**src/rtl/core/bs2w_pkg.sv**
```systemverilog
// Package for the 2D blend-space weight block: payload structs, FSM and
// register codes, divider handshake types. No dependencies.
`default_nettype none
package bs2w_pkg;

  localparam int CW = 16;  // coordinate width, Q7.8
  localparam int OW = 18;  // multiplier operand width
  localparam int AW = 38;  // accumulator width
  localparam int DW = 37;  // divider operand width
  localparam int QW = 16;  // divider quotient width

  localparam logic [16:0] WONE = 17'd32768;
  localparam logic [15:0] WONE16 = 16'd32768;
  localparam logic [AW-1:0] HALF = AW'(16384);

  typedef enum logic [1:0] {
    ACT_POINT = 2'd0,
    ACT_TRI   = 2'd1,
    ACT_HULL  = 2'd2,
    ACT_QUERY = 2'd3
  } action_e;

  typedef enum logic [1:0] {
    CFG_TRI_COUNT = 2'd0,
    CFG_HULL_LEN  = 2'd1,
    CFG_NEAR_ONE  = 2'd2,
    CFG_NEAR_ZERO = 2'd3
  } cfg_reg_e;

  typedef enum logic [1:0] {
    MM_NUM  = 2'd0,
    MM_LEN  = 2'd1,
    MM_T    = 2'd2,
    MM_DIST = 2'd3
  } mul_mode_e;

  typedef enum logic [4:0] {
    ST_IDLE, ST_TSTART, ST_TRD, ST_TPT, ST_MUL, ST_TAREA, ST_TSGN, ST_TNEG,
    ST_SORT, ST_DTOP, ST_DTOPW, ST_DPAIR, ST_DPAIRW, ST_HSTART, ST_HRD0,
    ST_HRD1, ST_HP0, ST_HP1, ST_HT, ST_HTW, ST_HEX, ST_HCMP, ST_FINAL
  } state_e;

  typedef struct packed {
    logic [1:0]           action;
    logic [4:0]           slot;
    logic signed [15:0]   coord_x;
    logic signed [15:0]   coord_y;
    logic [3:0]           vertex_a;
    logic [3:0]           vertex_b;
    logic [3:0]           vertex_c;
  } item_t;

  typedef struct packed {
    logic [1:0]           source_count;
    logic [3:0]           first_source;
    logic [3:0]           second_source;
    logic [3:0]           third_source;
    logic [15:0]          weight_first_pair;
    logic [14:0]          weight_second_pair;
    logic signed [15:0]   final_x;
    logic signed [15:0]   final_y;
    logic                 outside_hull;
  } res_t;

  typedef struct packed {
    logic          start;
    logic [DW-1:0] num;
    logic [DW-1:0] den;
  } div_req_t;

  typedef struct packed {
    logic          done;
    logic [QW-1:0] quot;
  } div_rsp_t;

endpackage
`default_nettype wire

```
**src/rtl/core/bs2w_div.sv**
```systemverilog
// Radix-2 restoring divider: floor(num * 2^15 / den) for num <= den.
// One quotient bit per cycle. Depends on bs2w_pkg.
`default_nettype none
module bs2w_div (
  input  logic               clk_i,
  input  logic               rst_ni,
  input  bs2w_pkg::div_req_t req_i,
  output bs2w_pkg::div_rsp_t rsp_o
);
  import bs2w_pkg::*;

  localparam int NW = $clog2(QW + 1);

  logic [DW:0]   r_q;
  logic [DW-1:0] d_q;
  logic [QW-1:0] q_q;
  logic [NW-1:0] cnt_q;
  logic          done_q;
  logic          ge;
  logic [DW:0]   sub;

  assign ge  = r_q >= {1'b0, d_q};
  assign sub = r_q - {1'b0, d_q};

  always_ff @(posedge clk_i or negedge rst_ni) begin
    if (!rst_ni) begin
      cnt_q  <= '0;
      done_q <= 1'b0;
    end else begin
      done_q <= 1'b0;
      if (req_i.start) begin
        cnt_q <= NW'(QW);
      end else if (cnt_q != '0) begin
        cnt_q <= cnt_q - NW'(1);
        if (cnt_q == NW'(1)) begin
          done_q <= 1'b1;
        end
      end
    end
  end

  always_ff @(posedge clk_i) begin
    if (req_i.start) begin
      r_q <= {1'b0, req_i.num};
      d_q <= req_i.den;
    end else if (cnt_q != '0) begin
      if (ge) begin
        r_q <= {sub[DW-1:0], 1'b0};
        q_q <= {q_q[QW-2:0], 1'b1};
      end else begin
        r_q <= {r_q[DW-1:0], 1'b0};
        q_q <= {q_q[QW-2:0], 1'b0};
      end
    end
  end

  assign rsp_o.done = done_q;
  assign rsp_o.quot = q_q;

endmodule
`default_nettype wire

```
**src/rtl/core/blend_space_2d_weights_top.sv**
```systemverilog
// 2D blend-space weight lookup: point, triangle and hull tables, a sequencer
// with one shared multiplier/accumulator and one divider. Depends on bs2w_pkg, bs2w_div.
//
// Usage: an input transaction is taken when start_i is high and busy_o low.
// Point, triangle and hull writes complete in that cycle and give no result.
// A query raises busy_o and walks the triangles in order, one at a time;
// the enclosing one adds a sort and one or two divides. If none encloses
// the point, each hull edge is measured in turn, plus a divide when its
// edge parameter needs one. The pace is set by the single multiplier
// and the bit-serial divider.
// The result appears on res_o for one cycle with res_valid_o high, in the
// cycle in which busy_o drops; the receiver cannot stall it. A query that finds no
// triangle and has fewer than two hull entries returns no result.
// Configuration writes (cfg_we_i, cfg_addr_i, cfg_wdata_i) take effect at
// once and belong to idle periods. Reset clears the registers to 0, 0, 3, 3;
// table contents are undefined until written.
`default_nettype none
module blend_space_2d_weights_top #(
  parameter int MAX_POINTS    = 16,
  parameter int MAX_TRIANGLES = 16,
  parameter int MAX_HULL      = 17
) (
  input  logic            clk_i,
  input  logic            rst_ni,
  input  logic            start_i,
  output logic            busy_o,
  input  bs2w_pkg::item_t item_i,
  output logic            res_valid_o,
  output bs2w_pkg::res_t  res_o,
  input  logic            cfg_we_i,
  input  logic [1:0]      cfg_addr_i,
  input  logic [12:0]     cfg_wdata_i
);
  import bs2w_pkg::*;

  localparam int TCW = $clog2(MAX_TRIANGLES + 1);
  localparam int HCW = $clog2(MAX_HULL + 1);

  // tables
  logic signed [CW-1:0] px_q [MAX_POINTS];
  logic signed [CW-1:0] py_q [MAX_POINTS];
  logic [11:0]          tri_q [MAX_TRIANGLES];
  logic [3:0]           hull_q [MAX_HULL];

  // config
  logic [4:0]  tri_count_q, hull_len_q;
  logic [12:0] tol1_q, tol0_q;

  state_e state_q, state_d;
  logic   res_valid_q;
  res_t   res_q, res_d;

  // datapath
  logic signed [CW-1:0] qx_q, qy_q, fx_q, fy_q, hsx_q, hsy_q;
  logic signed [OW-1:0] opa_q [3];
  logic signed [OW-1:0] opb_q [3];
  logic signed [AW-1:0] acc_q [3];
  logic signed [AW-1:0] area_q, best_q;
  logic signed [2*OW-1:0] prod_q;
  logic [1:0]  ptgt_q;
  logic        pneg_q;
  logic [2:0]  stp_q;
  mul_mode_e   mode_q, mul_mode_d;
  logic        mul_go;
  logic [3:0]  idx_q [3];
  logic [3:0]  src_q [3];
  logic [2:0]  v_q;
  logic [15:0] w01_q, t_q;
  logic [14:0] w12_q;
  logic        outside_q, have_q;
  logic [3:0]  h0_q, h1_q;
  logic [TCW-1:0] ti_q;
  logic [HCW-1:0] hi_q;

  logic in_acc, tri_more, hull_more;
  div_req_t div_req;
  div_rsp_t div_rsp;

  assign busy_o = state_q != ST_IDLE;
  assign in_acc = start_i && !busy_o;
  assign tri_more = (int'(ti_q) < int'(tri_count_q)) && (int'(ti_q) < MAX_TRIANGLES);
  assign hull_more = (int'(hi_q) < int'(hull_len_q)) && (int'(hi_q) < MAX_HULL);

  bs2w_div u_div (
    .clk_i  (clk_i),
    .rst_ni (rst_ni),
    .req_i  (div_req),
    .rsp_o  (div_rsp)
  );

  // table reads
  logic [3:0]           pidx;
  logic signed [CW-1:0] prd_x, prd_y;
  logic [11:0]          tri_rd;
  logic [HCW-1:0]       hidx;
  logic [3:0]           hull_rd;

  always_comb begin
    case (state_q)
      ST_HP0:  pidx = h0_q;
      ST_HP1:  pidx = h1_q;
      default: pidx = idx_q[stp_q[1:0]];
    endcase
    hidx = (state_q == ST_HRD0) ? hi_q - HCW'(1) : hi_q;
    prd_x   = '0;
    prd_y   = '0;
    tri_rd  = '0;
    hull_rd = '0;
    for (int k = 0; k < MAX_POINTS; k++) begin
      if (int'(pidx) == k) begin
        prd_x = px_q[k];
        prd_y = py_q[k];
      end
    end
    for (int k = 0; k < MAX_TRIANGLES; k++) begin
      if (int'(ti_q) == k) tri_rd = tri_q[k];
    end
    for (int k = 0; k < MAX_HULL; k++) begin
      if (int'(hidx) == k) hull_rd = hull_q[k];
    end
  end

  always_ff @(posedge clk_i) begin
    if (in_acc) begin
      for (int k = 0; k < MAX_POINTS; k++) begin
        if (item_i.action == ACT_POINT && int'(item_i.slot) == k) begin
          px_q[k] <= item_i.coord_x;
          py_q[k] <= item_i.coord_y;
        end
      end
      for (int k = 0; k < MAX_TRIANGLES; k++) begin
        if (item_i.action == ACT_TRI && int'(item_i.slot) == k) begin
          tri_q[k] <= {item_i.vertex_c, item_i.vertex_b, item_i.vertex_a};
        end
      end
      for (int k = 0; k < MAX_HULL; k++) begin
        if (item_i.action == ACT_HULL && int'(item_i.slot) == k) begin
          hull_q[k] <= item_i.vertex_a;
        end
      end
    end
  end

  // shared multiplier operand schedule
  logic [2:0]           nprod;
  logic signed [OW-1:0] ma, mb;
  logic [1:0]           mtgt;
  logic                 mneg;
  logic signed [OW-1:0] tx;

  assign tx = OW'({2'b00, t_q});

  always_comb begin
    ma = '0;
    mb = '0;
    mtgt = 2'd0;
    mneg = 1'b0;
    case (mode_q)
      MM_NUM:  nprod = 3'd6;
      MM_LEN:  nprod = 3'd4;
      default: nprod = 3'd2;
    endcase
    case (mode_q)
      MM_NUM: begin
        case (stp_q)
          3'd0: begin ma = opa_q[1]; mb = opb_q[2]; mtgt = 2'd0; end
          3'd1: begin ma = opb_q[1]; mb = opa_q[2]; mtgt = 2'd0; mneg = 1'b1; end
          3'd2: begin ma = opa_q[2]; mb = opb_q[0]; mtgt = 2'd1; end
          3'd3: begin ma = opb_q[2]; mb = opa_q[0]; mtgt = 2'd1; mneg = 1'b1; end
          3'd4: begin ma = opa_q[0]; mb = opb_q[1]; mtgt = 2'd2; end
          default: begin ma = opb_q[0]; mb = opa_q[1]; mtgt = 2'd2; mneg = 1'b1; end
        endcase
      end
      MM_LEN: begin
        case (stp_q)
          3'd0: begin ma = opa_q[1]; mb = opa_q[1]; end
          3'd1: begin ma = opb_q[1]; mb = opb_q[1]; end
          3'd2: begin ma = opa_q[0]; mb = opa_q[1]; mtgt = 2'd1; end
          default: begin ma = opb_q[0]; mb = opb_q[1]; mtgt = 2'd1; end
        endcase
      end
      MM_T: begin
        if (stp_q == 3'd0) begin
          ma = tx; mb = opa_q[1];
        end else begin
          ma = tx; mb = opb_q[1]; mtgt = 2'd1;
        end
      end
      default: begin
        if (stp_q == 3'd0) begin
          ma = opa_q[2]; mb = opa_q[2];
        end else begin
          ma = opb_q[2]; mb = opb_q[2];
        end
      end
    endcase
  end

  // sort, near-one, hull helpers
  logic [1:0] slo, shi;
  logic       sswap, near_one, any_neg, hpos;
  logic signed [AW-1:0] rndx, rndy;
  logic signed [CW-1:0] cx_c, cy_c;

  assign slo = (stp_q == 3'd1) ? 2'd1 : 2'd0;
  assign shi = slo + 2'd1;
  assign sswap = acc_q[shi] < acc_q[slo];
  assign near_one = (WONE - {1'b0, div_rsp.quot}) <= {4'b0, tol1_q};
  assign any_neg = acc_q[0][AW-1] | acc_q[1][AW-1] | acc_q[2][AW-1];
  assign hpos = (acc_q[0] > 0) && (acc_q[1] > 0);
  assign rndx = acc_q[0] + HALF;
  assign rndy = acc_q[1] + HALF;
  assign cx_c = hsx_q + rndx[30:15];
  assign cy_c = hsy_q + rndy[30:15];

  // sequencer
  always_comb begin
    state_d = state_q;
    mul_go = 1'b0;
    mul_mode_d = MM_NUM;
    div_req.start = 1'b0;
    case (state_q)
      ST_DPAIR: begin
        div_req.num = acc_q[1][DW-1:0];
        div_req.den = area_q[DW-1:0];
      end
      ST_HT: begin
        div_req.num = acc_q[1][DW-1:0];
        div_req.den = acc_q[0][DW-1:0];
      end
      default: begin
        div_req.num = acc_q[2][DW-1:0];
        div_req.den = area_q[DW-1:0];
      end
    endcase
    case (state_q)
      ST_IDLE: if (in_acc && item_i.action == ACT_QUERY) state_d = ST_TSTART;
      ST_TSTART: state_d = tri_more ? ST_TRD : ST_HSTART;
      ST_TRD: state_d = ST_TPT;
      ST_TPT: begin
        if (stp_q == 3'd2) begin
          mul_go = 1'b1;
          mul_mode_d = MM_NUM;
          state_d = ST_MUL;
        end
      end
      ST_MUL: begin
        if (stp_q == nprod) begin
          case (mode_q)
            MM_NUM:  state_d = ST_TAREA;
            MM_LEN:  state_d = ST_HT;
            MM_T:    state_d = ST_HEX;
            default: state_d = ST_HCMP;
          endcase
        end
      end
      ST_TAREA: state_d = ST_TSGN;
      ST_TSGN: state_d = (area_q == '0) ? ST_TSTART : ST_TNEG;
      ST_TNEG: state_d = any_neg ? ST_TSTART : ST_SORT;
      ST_SORT: if (stp_q == 3'd2) state_d = ST_DTOP;
      ST_DTOP: begin
        div_req.start = 1'b1;
        state_d = ST_DTOPW;
      end
      ST_DTOPW: if (div_rsp.done) state_d = near_one ? ST_FINAL : ST_DPAIR;
      ST_DPAIR: begin
        if (area_q != '0) begin
          div_req.start = 1'b1;
          state_d = ST_DPAIRW;
        end else begin
          state_d = ST_FINAL;
        end
      end
      ST_DPAIRW: if (div_rsp.done) state_d = ST_FINAL;
      ST_HSTART: begin
        if (hull_more) state_d = ST_HRD0;
        else state_d = have_q ? ST_FINAL : ST_IDLE;
      end
      ST_HRD0: state_d = ST_HRD1;
      ST_HRD1: state_d = ST_HP0;
      ST_HP0: state_d = ST_HP1;
      ST_HP1: begin
        mul_go = 1'b1;
        mul_mode_d = MM_LEN;
        state_d = ST_MUL;
      end
      ST_HT: begin
        if (hpos && !(acc_q[1] >= acc_q[0])) begin
          div_req.start = 1'b1;
          state_d = ST_HTW;
        end else begin
          mul_go = 1'b1;
          mul_mode_d = MM_T;
          state_d = ST_MUL;
        end
      end
      ST_HTW: begin
        if (div_rsp.done) begin
          mul_go = 1'b1;
          mul_mode_d = MM_T;
          state_d = ST_MUL;
        end
      end
      ST_HEX: begin
        mul_go = 1'b1;
        mul_mode_d = MM_DIST;
        state_d = ST_MUL;
      end
      ST_HCMP: state_d = ST_HSTART;
      ST_FINAL: state_d = ST_IDLE;
      default: state_d = ST_IDLE;
    endcase
  end

  always_ff @(posedge clk_i) begin
    case (state_q)
      ST_IDLE: begin
        if (in_acc) begin
          qx_q <= item_i.coord_x;
          qy_q <= item_i.coord_y;
          fx_q <= item_i.coord_x;
          fy_q <= item_i.coord_y;
          outside_q <= 1'b0;
          have_q <= 1'b0;
          ti_q <= '0;
        end
      end
      ST_TSTART: if (!tri_more) hi_q <= HCW'(1);
      ST_TRD: begin
        idx_q[0] <= tri_rd[3:0];
        idx_q[1] <= tri_rd[7:4];
        idx_q[2] <= tri_rd[11:8];
        stp_q <= 3'd0;
      end
      ST_TPT: begin
        opa_q[stp_q[1:0]] <= OW'(prd_x) - OW'(qx_q);
        opb_q[stp_q[1:0]] <= OW'(prd_y) - OW'(qy_q);
        if (!mul_go) stp_q <= stp_q + 3'd1;
      end
      ST_MUL: begin
        if (stp_q < nprod) begin
          prod_q <= ma * mb;
          ptgt_q <= mtgt;
          pneg_q <= mneg;
        end
        if (stp_q != 3'd0) begin
          if (pneg_q) acc_q[ptgt_q] <= acc_q[ptgt_q] - AW'(prod_q);
          else acc_q[ptgt_q] <= acc_q[ptgt_q] + AW'(prod_q);
        end
        stp_q <= stp_q + 3'd1;
      end
      ST_TAREA: area_q <= acc_q[0] + acc_q[1] + acc_q[2];
      ST_TSGN: begin
        if (area_q == '0) begin
          ti_q <= ti_q + TCW'(1);
        end else if (area_q < 0) begin
          area_q <= -area_q;
          for (int k = 0; k < 3; k++) acc_q[k] <= -acc_q[k];
        end
      end
      ST_TNEG: begin
        if (any_neg) ti_q <= ti_q + TCW'(1);
        else stp_q <= 3'd0;
      end
      ST_SORT: begin
        if (sswap) begin
          acc_q[slo] <= acc_q[shi];
          acc_q[shi] <= acc_q[slo];
          idx_q[slo] <= idx_q[shi];
          idx_q[shi] <= idx_q[slo];
        end
        stp_q <= stp_q + 3'd1;
      end
      ST_DTOPW: begin
        if (div_rsp.done) begin
          if (near_one) begin
            src_q[0] <= idx_q[2];
            v_q <= 3'b001;
            w01_q <= '0;
            w12_q <= '0;
          end else begin
            for (int k = 0; k < 3; k++) src_q[k] <= idx_q[k];
            v_q <= 3'b111;
            w12_q <= div_rsp.quot[14:0];
            area_q <= acc_q[0] + acc_q[1];
          end
        end
      end
      ST_DPAIR: if (area_q == '0) w01_q <= '0;
      ST_DPAIRW: if (div_rsp.done) w01_q <= div_rsp.quot;
      ST_HSTART: begin
        if (!hull_more && have_q) begin
          v_q <= 3'b011;
          w12_q <= '0;
          outside_q <= 1'b1;
        end
      end
      ST_HRD0: h0_q <= hull_rd;
      ST_HRD1: h1_q <= hull_rd;
      ST_HP0: begin
        hsx_q <= prd_x;
        hsy_q <= prd_y;
        opa_q[0] <= OW'(qx_q) - OW'(prd_x);
        opb_q[0] <= OW'(qy_q) - OW'(prd_y);
      end
      ST_HP1: begin
        opa_q[1] <= OW'(prd_x) - OW'(hsx_q);
        opb_q[1] <= OW'(prd_y) - OW'(hsy_q);
      end
      ST_HT: begin
        if (!hpos) t_q <= '0;
        else if (acc_q[1] >= acc_q[0]) t_q <= WONE16;
      end
      ST_HTW: if (div_rsp.done) t_q <= div_rsp.quot;
      ST_HEX: begin
        hsx_q <= cx_c;
        hsy_q <= cy_c;
        opa_q[2] <= OW'(qx_q) - OW'(cx_c);
        opb_q[2] <= OW'(qy_q) - OW'(cy_c);
      end
      ST_HCMP: begin
        if (!have_q || acc_q[0] < best_q) begin
          have_q <= 1'b1;
          best_q <= acc_q[0];
          src_q[0] <= h0_q;
          src_q[1] <= h1_q;
          fx_q <= hsx_q;
          fy_q <= hsy_q;
          w01_q <= t_q;
        end
        hi_q <= hi_q + HCW'(1);
      end
      default: ;
    endcase
    if (mul_go) begin
      for (int k = 0; k < 3; k++) acc_q[k] <= '0;
      stp_q <= 3'd0;
      mode_q <= mul_mode_d;
    end
  end

  // final near-zero / near-one simplification
  always_comb begin
    logic [3:0]  s0, s1, s2;
    logic [2:0]  v;
    logic [15:0] w01;
    logic [14:0] w12;
    logic        low;
    s0 = src_q[0];
    s1 = src_q[1];
    s2 = src_q[2];
    v = v_q;
    w01 = w01_q;
    w12 = w12_q;
    low = w01_q <= {3'b000, tol0_q};
    if ((WONE - {1'b0, w01_q}) <= {4'b0, tol0_q} || (low && v_q[2])) begin
      s0 = s1;
      s1 = s2;
      v = {1'b0, v_q[2], v_q[1]};
      w01 = {1'b0, w12_q};
      w12 = '0;
    end else if (low) begin
      v[1] = 1'b0;
    end
    res_d.source_count = {1'b0, v[0]} + {1'b0, v[1]} + {1'b0, v[2]};
    res_d.first_source = v[0] ? s0 : 4'd0;
    res_d.second_source = v[1] ? s1 : 4'd0;
    res_d.third_source = v[2] ? s2 : 4'd0;
    res_d.weight_first_pair = w01;
    res_d.weight_second_pair = w12;
    res_d.final_x = fx_q;
    res_d.final_y = fy_q;
    res_d.outside_hull = outside_q;
  end

  always_ff @(posedge clk_i) begin
    if (state_q == ST_FINAL) res_q <= res_d;
  end

  always_ff @(posedge clk_i or negedge rst_ni) begin
    if (!rst_ni) begin
      state_q <= ST_IDLE;
      res_valid_q <= 1'b0;
      tri_count_q <= '0;
      hull_len_q <= '0;
      tol1_q <= 13'd3;
      tol0_q <= 13'd3;
    end else begin
      state_q <= state_d;
      res_valid_q <= state_q == ST_FINAL;
      if (cfg_we_i) begin
        case (cfg_addr_i)
          CFG_TRI_COUNT: tri_count_q <= cfg_wdata_i[4:0];
          CFG_HULL_LEN:  hull_len_q <= cfg_wdata_i[4:0];
          CFG_NEAR_ONE:  tol1_q <= cfg_wdata_i;
          CFG_NEAR_ZERO: tol0_q <= cfg_wdata_i;
          default: ;
        endcase
      end
    end
  end

  assign res_valid_o = res_valid_q;
  assign res_o = res_q;

endmodule
`default_nettype wire

```
**config.mk**
```make
export PLATFORM = sky130hd
export DESIGN_NAME = blend_space_2d_weights_top
export DESIGN_NICKNAME = d
export VERILOG_FILES = /design/src/rtl/core/bs2w_pkg.sv /design/src/rtl/core/bs2w_div.sv /design/src/rtl/core/blend_space_2d_weights_top.sv
export SDC_FILE = /design/constraint.sdc
export NUM_CORES = 2
export LEC_CHECK = 0
export BUFFER_PORTS_ARGS = -buffer_cell sky130_fd_sc_hd__buf_2
export CORE_MARGIN = 2
export CORE_UTILIZATION = 48
export DETAILED_ROUTE_END_ITERATION = 10
export PLACE_DENSITY = 0.66
export SYNTH_ARGS = -nofsm -noshare
export SYNTH_HDL_FRONTEND = slang
export SYNTH_HIERARCHICAL = 1
export SYNTH_SLANG_ARGS = --single-unit
```
**constraint.sdc**
```tcl
create_clock -name clk_i -period 9.33 [get_ports clk_i]
set_input_delay 0.4665 -clock clk_i [delete_from_list [all_inputs] [get_ports clk_i]]
set_output_delay 0.4665 -clock clk_i [all_outputs]
set_load 0.02 [all_outputs]
```
==> reports/results.ini <==
[detailed_routing]
drc_errors=0
drtAntennaViolNets=0
drtPass1Iterations=9
viasPerCell=6.18
drtIter0Drc=9967
routedWlPerCell_um=26.9
routed_wl_um=339000
num_vias=77700

[sta]
max_clock_freq_mhz=113
final-hold-violation-count=0
tightest_slew_ns=1.29
fin_crit_sh_pct=95.0
maxSlewHeadroom_pct=12.0
finalSetupTns_ns=0
slew_viol_final=0
finClkSkew_ns=0.0972
rsz0062_at_grt=false
finalSetupViolCount=0
min_period_ns=8.87

[critical_path]
crit_fanout=33
startpoint=stp_q[0]
arrival_ns=9.44
cp.depth=31
crit_type=reg2reg
cpMaxStageDelayCell=fa_1
path_delay_family=adder cells
end_kind=flop
reg2regPathDepth=31
critPathMaxStageDelay_ns=0.65
cp.buffers_inverters=8
cp-start-kind=flop
reg2reg_from=stp_q[0]
required_ns=9.91
rrSetupSlack_ns=0.46
critical_path.endpoint=prod_q[34]
cpMostUsedCell=fa_1
r2r_end=prod_q[34]

[floorplanning]
rows=167
pin_count=150
die_h_um=461
die_area_um2=212000
die_w_um=461
core-area_um2=207000
initial_utilization_pct=48.3

[cts]
htreeDepth=4
clock_sinks=1556
clk-insertion-delay-late_ns=0.85
cts_buffer_depth=3
cts_tree=done
postCtsSetupRepairBufs=0
numCtsBuffers=167
path_clk_slew_ns=0.06
clockRootBuffer=clkbuf_16

[global_routing]
grt_start_max_net_pins=77
grt_pass1_vias=75300
gr-total-overflow=0
grt_pass1_wl_um=499000
antenna_found_initial=13
grtUsageTotal_pct=31.6

[synthesis]
syn_area_um2=100000
synthCells=9465
synth_fp_nets=10500
synth_cell_types=106
synthTopCellsByArea=edfxtp_1 45%, ha_1 7.4%, fa_1 6.7%
synth_edf_count=1500
ys_async_sr_fraction_pct=3.08
ys_warn_count=6
synth_flop_cell=edfxtp_1
synth_top_area_share_pct=44.9
yosysSeqAreaShare_pct=46.3
synth_largest_area_cell=edfxtp_1
synth.avg_cell_area_um2=10.6
synth-seq-cells=1556

[final_layout]
area_growth_pct=10.9
layout.nets=10600
layout-drive-gt1-share_pct=10.2

[place]
dp_hpwl_um=256000
place_congestion=1.03
portBuffers=149

[run]
timing.max_cap.violations=0

[run_status]
status=complete, no violations

[min_path]
worstHoldPathType=in2reg

## per-stage QoR
stage	cell area, µm²	std cells	setup WS (ns)	util [%]	hold slack (ns)
2_1_floorplan	100000	9465	0.632	-	0.171
3_3_place_gp	105000	12300	0.439	50.8	0.404
3_5_place_dp	105000	12300	0.349	50.8	0.406
4_1_cts	111000	12600	0.409	53.6	0.00255
5_1_grt	111000	12600	0.0121	53.6	0.0332
6_report	111000	12600	0.464	53.6	0.0464
## cell usage after synthesis, types with 22 or more instances
library cell	count
a22oi_1	150
ha_1	589
nor2_1	754
dfrtp_1	44
xor2_1	165
mux2_2	113
o21a_1	51
a21o_1	140
o21ai_0	520
buf_2	25
o21ai_1	22
o21bai_1	48
a222oi_1	59
nand2b_1	74
nand3_1	199
nor2b_1	95
a22o_1	57
a211oi_1	64
mux2i_1	90
o211ai_1	48
a21oi_1	548
edfxtp_1	1500
xnor2_1	352
a2111oi_0	27
a221o_1	48
clkbuf_1	346
o22ai_1	37
and3_1	60
or2_2	31
inv_1	854
nand2_1	972
buf_1	52
or3_1	65
nor3_1	181
a31oi_1	62
o221ai_1	35
nor4_1	66
a221oi_1	79
o31ai_1	48
fa_1	334
and2_1	59
nand4_1	58
mux4_2	52
## sequential cells by signal, indices dropped and copies added (netlist names), 51 cells and up, named ones only
| signal | cells |
|---|---|
| acc_q | 152 |
| px_q | 256 |
| res_o | 78 |
| opb_q | 51 |
| opa_q | 51 |
| tri_q | 192 |
| hull_q | 68 |
| py_q | 256 |
## logic make-up after synthesis
group	synth area share, %
DFF	46.3
buffers and inverters	4.89
muxes	3.35
and+or+nand+nor	12.2
xor gates and xnor gates	4.52
AOI/OAI and AO/OA	14.7
adders and majority gates	14.0
## per-layer routing
layer  GRT usage [%]  part of all wire, %  wire length [µm]  up-vias
met5               0                0.019                63        -
met1            44.2                   42            142000    38600
met4            11.5                  4.0             13500       10
li1                -                    -                 -    34700
met2            48.9                   45            152000     3852
met3            6.07                  9.1             31000      614
## area by class of cell
type                    instances  area [µm²]
clock inverters               101        1150
clock buffers                 207        4420
fillers                     18200       96200
multi-input cells            6620       49300
flip-flops and latches       1556       46400
inverters                     859        3220
diodes                          4        10.0
repair buffers                449        3100
well taps                    2788        3490
## placed cells by master (no fill, tap or decap), types with 72 or more instances in the layout
| cell type | count |
|---|---|
| fa_1 | 334 |
| nor2_1 | 726 |
| nand3_1 | 198 |
| edfxtp_1 | 1500 |
| mux2_2 | 113 |
| o21ai_0 | 517 |
| inv_1 | 854 |
| ha_1 | 588 |
| nor3_1 | 176 |
| a221oi_1 | 76 |
| buf_4 | 278 |
| nor2b_1 | 90 |
| nand2_1 | 965 |
| mux2i_1 | 90 |
| xor2_1 | 165 |
| buf_2 | 149 |
| a21oi_1 | 547 |
| nand2b_1 | 72 |
| clkbuf_16 | 168 |
| a22oi_1 | 150 |
| xnor2_1 | 352 |
| a21o_1 | 136 |
## worst min-delay path by stage
stage	slack, ns	from	to	cells past startpoint
after floorplan	0.17	rst_ni	hull_len_q[0]	0
after global placement	0.40	fx_q[0]	res_o[17]	0
after detailed placement	0.41	fy_q[0]	res_o[1]	0
after CTS	0.003	item_i[42]	px_q[0][30]	1
after global routing	0.03	item_i[21]	py_q[1][57]	1
final	0.05	item_i[7]	tri_q[0][19]	1
## timing repair
item,CTS,global route
endpoints found under the setup margin,0,4
hold buffers,17,0
endpoints found under the hold margin,150,0
resized for setup,0,8
Power is not shown: default switching activity piles up to over one toggle a cycle in this logic, so the estimate is an artifact.
